### src/rtl/cfl_pkg.sv
// cfl_pkg: shared types and constants for the courant time step block
// no dependencies
`timescale 1ns / 1ps

package cfl_pkg;

   localparam int FRAC_BITS_DEF = 16;
   localparam int CSR_AW        = 5;

   // register byte addresses
   localparam logic [CSR_AW-1:0] ADDR_SOUND   = 5'd0;
   localparam logic [CSR_AW-1:0] ADDR_COURANT = 5'd4;
   localparam logic [CSR_AW-1:0] ADDR_PHYS    = 5'd8;
   localparam logic [CSR_AW-1:0] ADDR_DIM     = 5'd12;
   localparam logic [CSR_AW-1:0] ADDR_SPHER   = 5'd16;

   localparam logic [1:0] DIM_ONE   = 2'd0;
   localparam logic [1:0] DIM_TWO   = 2'd1;
   localparam logic [1:0] DIM_THREE = 2'd2;

   // classified item handed from front to back
   typedef struct packed {
      logic [31:0] num_mag;     // sound const
      logic [31:0] pres;
      logic [31:0] dens;
      logic [32:0] v1;
      logic [32:0] v2;
      logic [32:0] v3;
      logic [32:0] w1;          // clamped width, non-negative
      logic [63:0] w2;
      logic        bad;
      logic        rel;
      logic [1:0]  mode;
      logic        last;
      logic [15:0] courant;
   } item_type;

   typedef enum logic [2:0] {
      ST_IDLE, ST_MUL, ST_DIV, ST_SQRT, ST_RATIO, ST_FOLD, ST_EMIT
   } state_type;

endpackage

### src/rtl/cfl_queue.sv
// cfl_queue: two-entry queue between front and back
// depends on cfl_pkg
`timescale 1ns / 1ps

module cfl_queue (
   input  logic              clock,
   input  logic              reset,
   input  logic              wr_valid,
   output logic              wr_ready,
   input  cfl_pkg::item_type wr_item,
   output logic              rd_valid,
   input  logic              rd_ready,
   output cfl_pkg::item_type rd_item
);
   import cfl_pkg::*;

   item_type  mem_ff [2];
   logic      wp_ff, rp_ff;
   logic [1:0] cnt_ff;
   logic      wr, rd;

   assign wr_ready = (cnt_ff != 2'd2);
   assign rd_valid = (cnt_ff != 2'd0);
   assign wr = wr_valid && wr_ready;
   assign rd = rd_valid && rd_ready;
   assign rd_item = mem_ff[rp_ff];

   // pointers and fill count
   always_ff @(posedge clock) begin
      if (reset) begin
         wp_ff <= 1'b0; rp_ff <= 1'b0; cnt_ff <= 2'd0;
      end else begin
         if (wr) wp_ff <= !wp_ff;
         if (rd) rp_ff <= !rp_ff;
         cnt_ff <= cnt_ff + {1'b0, wr} - {1'b0, rd};
      end
   end

   // storage
   always_ff @(posedge clock) begin
      if (wr) mem_ff[wp_ff] <= wr_item;
   end

endmodule

### config.mk
export PLATFORM = sky130hd
export DESIGN_NAME = cfl_queue
export DESIGN_NICKNAME = d
export VERILOG_FILES = /design/src/rtl/cfl_pkg.sv /design/src/rtl/cfl_queue.sv
export SDC_FILE = /design/constraint.sdc
export NUM_CORES = 1
export LEC_CHECK = 0
export BUFFER_PORTS_ARGS = -buffer_cell sky130_fd_sc_hd__buf_2
export CAP_MARGIN = 25
export CORE_ASPECT_RATIO = 0.7
export CORE_MARGIN = 10
export CORE_UTILIZATION = 45
export DETAILED_ROUTE_END_ITERATION = 10
export GPL_ROUTABILITY_DRIVEN = 0
export PLACE_DENSITY_LB_ADDON = 0.2
export SLEW_MARGIN = 30
export SYNTH_ARGS = -nofsm -noshare
export SYNTH_HDL_FRONTEND = slang
export SYNTH_SLANG_ARGS = --single-unit
### constraint.sdc
create_clock -name clock -period 9.78 [get_ports clock]
set_clock_uncertainty 0.15 [all_clocks]
set_input_delay 0.978 -clock clock [delete_from_list [all_inputs] [get_ports clock]]
set_output_delay 0.978 -clock clock [all_outputs]
set_load 0.03 [all_outputs]
==> key figures <==
Worst setup path
  – Critical Path Slowest Stage Cell: dfxtp_4
  – Critical Path End Type: output pin
  – Worst Path Required: 8.65 ns
  – WS Path Type: flop to output pin
  – Worst Path Buf+Inv: 3
  – CP most frequent cell: buf_4
  – Critical path startpoint category: flop
  – Crit path max fanout: 52
  – Top Family by Delay on Critical Path: buffers and inverters
  – Crit-path cells: buf_4 -> buf_4 -> mux2_4 -> buf_2
  – RR Startpoint: cnt_ff[0]$_SDFF_PP0_
  – Crit path DAT: 3.67 ns
  – Max stage delay on crit path: 0.84 ns

CTS
  – H-tree depth: 2
  – # resized after CTS: 0
  – Reg clk slew, reported paths: 0.06 ns
  – Num CTS Buffers: 58
  – Worst-case clock buffer depth: 3
  – Setup Buffers After CTS: 0
  – Post-CTS Hold Buffers: 0
  – Worst-Skew Late Latency: 0.58 ns
  – Clk root buf: clkbuf_16
  – TritonCTS clock tree: done
  – CTS Sinks: 631

Routing
  – Drc violations: 0
  – Via-to-Cell Ratio: 4.896
  – First-pass DRT Iterations: 4
  – Post-route ant nets: 0
  – Final WL: a little under 60 mm
  – DR vias: 11860
  – DR WL/cell: ~24 um
  – Number of DRC violations after detailed-routing iteration 0: 839

Floorplan
  – Starting density of the core: 45.67%
  – Die Width: 295.8 um
  – Die area: 63030 sq um
  – Num rows: 70
  – Core Area: 52460 sq um
  – Die outline height: 213.1 um
  – Io pins: 632

GRT
  – Met1 Track Usage GR: a little under a fifth
  – Vias in the first global route: 12570
  – GRT Overall Usage: roughly 18%
  – First-pass GRT wire length: 82.19 mm
  – Initial antenna violation count: 30
  – GR Util met2: roughly a third
  – Met3 GRT Util: under 10%
  – GR peak layer: met2
  – Largest net degree at the start of global routing: 147
  – GR Overflow Total: 0

Logic synthesis
  – Syn Area/Cell: 23.89 sq um
  – Post-synth cell types: 25
  – Post-synthesis sequential area ratio: 78.87%
  – Syn_nets: approximately 1300
  – Yosys warning total: 0
  – Synthesized area: 23960 sq um
  – Register bit count reported by yosys: 631
  – Mapped Cells: 1003

Layout
  – Synth-to-Final Area Change: 23.50%
  – Layout cells sized above 1: 60.22%
  – Fillers: roughly 4100
  – Post-Layout Cell Count: 2423
  – Nets: 1986

Timing
  – Worst slew pin tran: 0.9766 ns
  – Min cycle time layout: 4.799 ns
  – Max_slew headroom: a little over a third
  – Setup TNS: 0 ns
  – RSZ-0062 raised after global routing: false
  – Period utilisation layout: 49.07%
  – Final setup fails: 0
  – Final Hold Viols: 0
  – Final Max Slew Viols: 0
  – Fmax: 208.4 MHz

Place
  – Placed Cells: 2292
  – Port bufs: 631
  – Final HPWL DP: about 43 mm

Min path
  – Hold Crit Start: rp_ff$_SDFFE_PP0P_
  – Worst min path class: flop to flop

Pwr
  – LEAKAGE: roughly 0.011 uW
  – P per Cell Area: 256.8 nW/um^2
  – Peak supply drop: approximately 0.16 mV

Flow run
  – Max-cap violations: 0

Outcome
  – Status: finished, final reports clean
==> tightest hold or removal path: cells and delay by family (launching register included) <==
family,cells,cell delay [ns]
and+or+nand+nor,1,0.08
DFF,1,0.32
xor gates and xnor gates,1,0.08
==> flip-flops by register name (all words and copies together), names as in the netlist, named ones only <==
register and flops:
cnt_ff 2, mem_ff 626, rp_ff 1, wp_ff 1
==> metrics by stage <==
| step | power [uW] | hold WS [ns] | setup slack, ns | utilization [%] | instance area, sq um |
|---|---|---|---|---|---|
| 6_report | 7600 | 0.3682 | 4.981 | 56.41 | 29590 |
| 5_1_grt | 7889 | 0.3823 | 4.797 | 56.38 | 29580 |
| 4_1_cts | 7692 | 0.3725 | 4.893 | 56.30 | 29540 |
| 3_5_place_dp | 5565 | 0.3469 | 5.538 | 52.91 | 27760 |
| 3_3_place_gp | 5546 | 0.3405 | 5.587 | 52.86 | 27730 |
| 2_1_floorplan | 5089 | 0.3225 | 0.7692 | - | 23960 |
==> synthesized netlist by cell type <==
cell        n  area, sq um
a21bo_2     1        10.01
a21oi_1     1        5.000
and2b_1     1        7.510
and3_1      2        12.51
buf_2       4        20.02
buf_6      31        349.1
dfxtp_1     5        100.1
edfxtp_1  626        18800
ha_1        1        12.51
inv_1       1        3.750
mux2_2     43        484.2
mux2_4    270         4054
nand2b_1    1        6.260
nand3_1     1        5.000
nand3b_1    1        7.510
nor2_1      4        15.01
nor2b_1     1        6.260
nor3_1      1        5.000
nor4_1      1        6.260
nor4bb_1    1        10.01
o21ai_0     2        10.01
o21ba_2     1        10.01
o31a_1      1        8.760
or2_2       1        6.260
xor2_1      1        8.760
==> area by class of cell <==
cell class / instances / area, sq um / share of cell area (%)
sequential: 631 / 18900 / 63.87
multi-input combinational: 336 / 4696 / 15.87
timing repair buffer: 640 / 3296 / 11.14
clock buffer: 77 / 1587 / 5.361
tap: 684 / 855.8 / 2.892
clock inverter: 32 / 190.2 / 0.6427
antenna: 22 / 55.05 / 0.1860
inverter: 1 / 11.26 / 0.03805
==> final timing paths <==
kind / end / depth (start not counted) / slack (ns)
setup / recovery: rd_item[172] / 4 / 4.98
hold / removal: flop / 2 / 0.37
setup reg to reg: mem_ff[0][13]$_DFFE_PP_ / 4 / 6.80
hold reg to reg: flop / 2 / 0.37
==> where the power goes <==
group | switching [uW] | total [uW] | internal (uW)
clock | 939 | 2130 | 1190
sequential | 98.0 | 3390 | 3290
combinational | 1290 | 2090 | 798
==> kinds of logic after synthesis <==
| group | count (synthesis) | share of synthesized area [%] |
|---|---|---|
| DFF | 631 | 78.87 |
| adders and majority gates | 1 | 0.05221 |
| buffers and inverters | 36 | 1.556 |
| xor gates and xnor gates | 1 | 0.03656 |
| and+or+nand+nor | 15 | 0.3655 |
| AOI/OAI and AO/OA | 6 | 0.1827 |
| muxes | 313 | 18.94 |
==> routing by layer <==
layer | part of all wire, % | up-vias
li1 | - | 5386
met1 | 34 | 5961
met2 | 55 | 371
met3 | 7.8 | 126
met4 | 2.9 | 20
met5 | 0.22 | -
==> layout by cell type, fill, tap and decap left out, drive strengths merged, types with 2 or more instances in the layout <==
| cell type | synthesis | layout |
|---|---|---|
| and3 | 2 | 2 |
| buf | 35 | 640 |
| clkinv | 0 | 29 |
| nor2 | 4 | 4 |
| o21ai | 2 | 2 |
| clkbuf | 0 | 77 |
| mux2 | 313 | 313 |
| edfxtp | 626 | 626 |
| dfxtp | 5 | 5 |
| diode | 0 | 22 |
| bufinv | 0 | 2 |
(Power assumes the default switching activity.)
