File: src/rtl/cfl_pkg.sv
// cfl_pkg: shared types and constants for the courant time step block
// no dependencies
`timescale 1ns / 1ps

package cfl_pkg;

   localparam int FRAC_BITS_DEF = 16;
   localparam int CSR_AW        = 5;

   // register byte addresses
   localparam logic [CSR_AW-1:0] ADDR_SOUND   = 5'd0;
   localparam logic [CSR_AW-1:0] ADDR_COURANT = 5'd4;
   localparam logic [CSR_AW-1:0] ADDR_PHYS    = 5'd8;
   localparam logic [CSR_AW-1:0] ADDR_DIM     = 5'd12;
   localparam logic [CSR_AW-1:0] ADDR_SPHER   = 5'd16;

   localparam logic [1:0] DIM_ONE   = 2'd0;
   localparam logic [1:0] DIM_TWO   = 2'd1;
   localparam logic [1:0] DIM_THREE = 2'd2;

   // classified item handed from front to back
   typedef struct packed {
      logic [31:0] num_mag;     // sound const
      logic [31:0] pres;
      logic [31:0] dens;
      logic [32:0] v1;
      logic [32:0] v2;
      logic [32:0] v3;
      logic [32:0] w1;          // clamped width, non-negative
      logic [63:0] w2;
      logic        bad;
      logic        rel;
      logic [1:0]  mode;
      logic        last;
      logic [15:0] courant;
   } item_type;

   typedef enum logic [2:0] {
      ST_IDLE, ST_MUL, ST_DIV, ST_SQRT, ST_RATIO, ST_FOLD, ST_EMIT
   } state_type;

endpackage

File: src/rtl/cfl_front.sv
// cfl_front: accepts cells, forms widths with spherical scaling, classifies
// depends on cfl_pkg
`timescale 1ns / 1ps

module cfl_front #(
   parameter int FRAC_BITS = 16
) (
   input  logic                  clock,
   input  logic                  reset,
   input  logic                  in_valid,
   output logic                  in_ready,
   input  logic [31:0]           pressure,
   input  logic [31:0]           density,
   input  logic signed [31:0]    vel_one,
   input  logic signed [31:0]    vel_two,
   input  logic signed [31:0]    vel_three,
   input  logic signed [31:0]    face_one_hi,
   input  logic signed [31:0]    face_one_lo,
   input  logic signed [31:0]    face_two_hi,
   input  logic signed [31:0]    face_two_lo,
   input  logic signed [31:0]    radius,
   input  logic                  last_cell,
   input  logic [31:0]           sound_const,
   input  logic [15:0]           courant,
   input  logic                  physics_mode,
   input  logic [1:0]            dim_mode,
   input  logic                  spherical,
   output logic                  q_valid,
   input  logic                  q_ready,
   output cfl_pkg::item_type     q_item
);
   import cfl_pkg::*;

   // stage one: register raw cell
   logic        s1_valid_ff, s1_valid_in;
   logic [31:0] p_ff, d_ff;
   logic [32:0] a1_ff, a2_ff, a3_ff, mr_ff, m2_ff;
   logic        neg_ff, scale_ff, last_ff;
   logic signed [32:0] d1_ff;
   logic signed [32:0] d2_ff;
   logic [1:0]  mode_ff;
   logic        rel_ff;
   logic [31:0] k_ff;
   logic [15:0] cr_ff;

   logic [1:0]  mode_c;
   logic signed [32:0] d1_c, d2_c;
   logic        s2_valid_ff;
   item_type    s2_ff, s2_in;
   logic        adv2, adv1;

   function automatic logic [32:0] mag33(input logic signed [32:0] x);
      mag33 = x[32] ? 33'(-x) : 33'(x);
   endfunction

   function automatic logic [65:0] a_mul(input logic [32:0] a, input logic [32:0] b);
      a_mul = 66'(a) * 66'(b);
   endfunction

   assign mode_c = (dim_mode == 2'd3) ? DIM_TWO : dim_mode;
   assign d1_c = 33'(face_one_hi) - 33'(face_one_lo);
   assign d2_c = 33'(face_two_hi) - 33'(face_two_lo);

   assign adv2     = !s2_valid_ff || q_ready;
   assign adv1     = !s1_valid_ff || adv2;
   assign in_ready = adv1;
   assign s1_valid_in = adv1 ? in_valid : s1_valid_ff;

   // control for stage one
   always_ff @(posedge clock) begin
      if (reset) s1_valid_ff <= 1'b0;
      else s1_valid_ff <= s1_valid_in;
   end

   // payload for stage one
   always_ff @(posedge clock) begin
      if (adv1 && in_valid) begin
         p_ff     <= pressure;
         d_ff     <= density;
         a1_ff    <= mag33(33'(vel_one));
         a2_ff    <= mag33(33'(vel_two));
         a3_ff    <= mag33(33'(vel_three));
         d1_ff    <= d1_c;
         d2_ff    <= d2_c;
         mr_ff    <= mag33(33'(radius));
         m2_ff    <= mag33(d2_c);
         neg_ff   <= radius[31] ^ d2_c[32];
         scale_ff <= (mode_c != DIM_ONE) && spherical
                     && (mode_c == DIM_THREE || radius != 32'sd0);
         mode_ff  <= mode_c;
         rel_ff   <= physics_mode;
         last_ff  <= last_cell;
         k_ff     <= sound_const;
         cr_ff    <= courant;
      end
   end

   // stage two: radius product and width clamp
   logic [65:0] prod_c;
   logic [65:0] sh_c;
   assign prod_c = a_mul(mr_ff, m2_ff);
   assign sh_c   = prod_c >> FRAC_BITS;

   always_comb begin
      s2_in         = '0;
      s2_in.num_mag = k_ff;
      s2_in.pres    = p_ff;
      s2_in.dens    = d_ff;
      s2_in.v1      = a1_ff;
      s2_in.v2      = a2_ff;
      s2_in.v3      = a3_ff;
      s2_in.w1      = d1_ff[32] ? 33'd0 : 33'(d1_ff);
      if (scale_ff) s2_in.w2 = (neg_ff || sh_c == '0) ? 64'd0 : sh_c[63:0];
      else s2_in.w2 = d2_ff[32] ? 64'd0 : 64'(d2_ff[31:0]);
      s2_in.bad     = (d_ff == 32'd0);
      s2_in.rel     = rel_ff;
      s2_in.mode    = mode_ff;
      s2_in.last    = last_ff;
      s2_in.courant = cr_ff;
   end

   always_ff @(posedge clock) begin
      if (reset) s2_valid_ff <= 1'b0;
      else if (adv2) s2_valid_ff <= s1_valid_ff;
   end

   always_ff @(posedge clock) begin
      if (adv2 && s1_valid_ff) s2_ff <= s2_in;
   end

   assign q_valid = s2_valid_ff;
   assign q_item  = s2_ff;

endmodule

File: config.mk
export PLATFORM = sky130hd
export DESIGN_NAME = cfl_front
export DESIGN_NICKNAME = d
export VERILOG_FILES = /design/src/rtl/cfl_pkg.sv /design/src/rtl/cfl_front.sv
export SDC_FILE = /design/constraint.sdc
export NUM_CORES = 2
export LEC_CHECK = 0
export BUFFER_PORTS_ARGS = -buffer_cell sky130_fd_sc_hd__buf_2
export CELL_PAD_IN_SITES_DETAIL_PLACEMENT = 1
export CELL_PAD_IN_SITES_GLOBAL_PLACEMENT = 1
export CORE_MARGIN = 10
export CORE_UTILIZATION = 47
export DETAILED_ROUTE_END_ITERATION = 8
export GPL_TIMING_DRIVEN = 0
export PLACE_DENSITY_LB_ADDON = 0.1
export RECOVER_POWER = 100
export SYNTH_ARGS = -nofsm -noshare
export SYNTH_HDL_FRONTEND = slang
export SYNTH_SLANG_ARGS = --single-unit
File: constraint.sdc
create_clock -name clock -period 24 [get_ports clock]
set_input_delay 4.8 -clock clock [delete_from_list [all_inputs] [get_ports clock]]
set_output_delay 4.8 -clock clock [all_outputs]
set_load 0.05 [all_outputs]
==> metrics.md <==
| Metric | Value |
|---|---|
| Core Rows | 133 |
| Full die area | 0.147 mm^2 |
| Post-synth top area share | 31.3% |
| Final ANT Viol Nets | 0 |
| Area leader, netlist | edfxtp_1 |
| Nets | 8,205 |
| Core Region | 0.131 mm^2 |
| Crit share post-route | 59.5% |
| Sequential element share of the synthesized area | 31.3% |
| Vias in the first global route | 50,700 |
| Cell variety after synth | 83 |
| Yosys Warn Count | 0 |
| Post-Place Cells | 8,217 |
| Commonest non-fill, non-tap cell in the layout | inv_1 |
| Status | finished, violations left |
| Worst-path clk slew | 50 ps |
| Die Ht | 383 um |
| Global-route wire length before repair | 333,000 um |
| Worst setup EP type | register |
| Worst setup SP type | input pin |
| Initial core utilization | 47.3% |
| RSZ-0062 raised after global routing | false |
| Most frequent cells in the layout | inv_1 (1,131), fa_1 (959), nand2_1 (686) |
| # clock sinks | 648 |
| Initial antenna violation count | 59 |
| WL per Instance | 26.9 um |
| Total track usage | 30.7% |
| Total CTS buffers | 75 |
| CP arrival | 14,560 ps |
| Clk_lat worst skew | 700 ps |
| Non-filler cells, final | 8,373 |
| Number of flops mapped to enable cells by yosys | 646 |
| Top post-synthesis cells by area | edfxtp_1 (31%), fa_1 (31%), inv_1 (6.8%) |
| Mapped Area | 0.0621 mm^2 |
| RePlAce Congestion | 0.957 |
| Largest net degree at the start of global routing | 70 |
| Syn_area_per_cell | 10.8 um^2 |
| Achievable Freq | 70.0 MHz |
| Hold-fix buffers, CTS | 0 |
| Num ports | 692 |
| Post-synthesis cell count | 5,752 |
| CTS tree | built |
| # Max-Cap Violations | 15 |
| Final setup fails | 0 |
| Number of remaining DRC errors | 0 |
| Drt total wl | 225,000 um |
| Top_reg_cell synth | edfxtp_1 |
| Initial DRT Pass Iterations | 5 |
| Clock buffer depth | 3 |
| Layout area overhead | 12.6% |
| Worst slew margin | -155% |
| CP Max Fanout | 33 |
| Type of the tightest min-delay check | register to register |
| Clk Tree Root Cell | clkbuf_16 |
| Post-CTS Setup Bufs | 0 |
| Overflow after GRT | 0 |
| Pin slew with the least headroom to its limit | 3830 ps |
| Share of async-settable or async-resettable flops after synthesis | 0% |
| Vias | 45,500 |
| Final Slew Violations | 645 |
| Iteration-0 DRC Markers | 2,998 |
| Via density | 5.43 |
| Required @ worst endpoint | 24,280 ps |
| Final Critical Period | 14,290 ps |
| Final Hold Fails | 0 |
| Violated checks | max-capacitance violations, max-slew violations |
| Share of layout cells above drive strength 1 | 7.68% |
| Clock Skew | 24.5 ps |
| H-tree depth | 3 |
| Post-CTS sizing | 0 |
| Yosys reg bits | 648 |
| Die W | 383 um |
| PortBufs | 676 |
| Post-DP HPWL | 189,000 um |
| Setup CP Type | input pin to register |
## path summary, 6_finish.rpt
kind / start / end / slack [ps] / depth (start not counted)
setup / recovery: q_ready / q_item[251]$_DFFE_PP_ / 9710 / 10
hold / removal: k_ff[14]$_DFFE_PP_ / q_item[295]$_DFFE_PP_ / 420 / 0
setup reg to reg: q_valid$_SDFFE_PP0P_ / q_item[251]$_DFFE_PP_ / 13490 / 9
hold reg to reg: k_ff[14]$_DFFE_PP_ / q_item[295]$_DFFE_PP_ / 420 / 0
## per-stage QoR
step	setup slack, ps	instance area, um^2	hold slack (ps)	TNS, ps	utilization (%)
6_report	9710	69900	416	0	53.2
5_1_grt	8640	69900	421	0	53.2
4_1_cts	13630	70700	414	0	53.8
3_5_place_dp	13620	68100	405	0	51.8
3_3_place_gp	-2250	67700	400	-630960	51.6
2_1_floorplan	4990	62100	400	0	-
## per-layer routing
layer / wire [um] / part of all wire (%) / GRT usage (%) / vias up
li1: - / - / - / 19600
met4: 10600 / 4.7 / 12.5 / 50
met2: 107000 / 48 / 50.9 / 1797
met3: 20900 / 9.3 / 8.99 / 517
met5: 327 / 0.15 / 0 / -
met1: 85700 / 38 / 37.4 / 23500
## critical path, stage by stage
cell,delay [ps]
buf_2,70
nor2b_1,60
nor2b_1,470
clkbuf_1,1230
clkbuf_1,1310
clkbuf_1,1260
clkbuf_1,1380
clkbuf_1,1390
clkbuf_1,1330
clkbuf_1,1140
## flip-flops by register name, summed over array words and instances, names as in the netlist, 2 cells and up
| signal | flops |
|---|---|
| a2_ff | 33 |
| cr_ff | 16 |
| mode_ff | 2 |
| a1_ff | 33 |
| q_item | 298 |
| p_ff | 32 |
| mr_ff | 33 |
| a3_ff | 33 |
| d_ff | 32 |
| m2_ff | 33 |
| k_ff | 32 |
| d1_ff | 33 |
| d2_ff | 32 |
## cells in the mapped netlist (all sizes together), types with 4 or more instances
cell    instances
a211oi         14
a21o           72
a21oi         123
a221o           4
a221oi          6
a31oi          19
a41oi           6
and2          547
and3           14
and4            5
buf            24
clkbuf        249
edfxtp        646
fa            959
ha            330
inv          1131
nand2         686
nand2b         21
nand3          32
nand3b          4
nand4          35
nor2          100
nor2b          52
nor3           39
nor4           29
o211a           5
o211ai          9
o21a           16
o21ai         147
o21bai         16
o31a            5
o31ai          47
o41ai          16
or2             8
or3            34
or4            16
xnor2         191
xor2           46
## cell type report
type	count	area, um^2
Fill cell	14700	61400
Inverter	1131	4250
Tap cell	1755	2200
Buffer	273	1080
Clock buffer	90	1980
Multi-Input combinational cell	3718	37300
Antenna cell	16	40.0
Timing Repair Buffer	692	3040
Sequential cell	648	19400
Clock inverter	50	612
## cell families (layout without fill, tap and decap cells)
kind of cell,count (synthesis),count (layout),synth area share [%]
AO/OA/AOI/OAI,534,534,5.60
multiplexers,2,2,0.0323
other,1,35,0.00604
adder cells (fa/ha/maj),1289,1289,37.6
buffers and inverters,1404,2236,8.60
flip-flops,648,648,31.3
XOR/XNOR,237,237,3.34
AND/OR/NAND/NOR,1637,1637,13.5
Power is not shown: default switching activity piles up to over one toggle a cycle in this logic, so the estimate is an artifact.
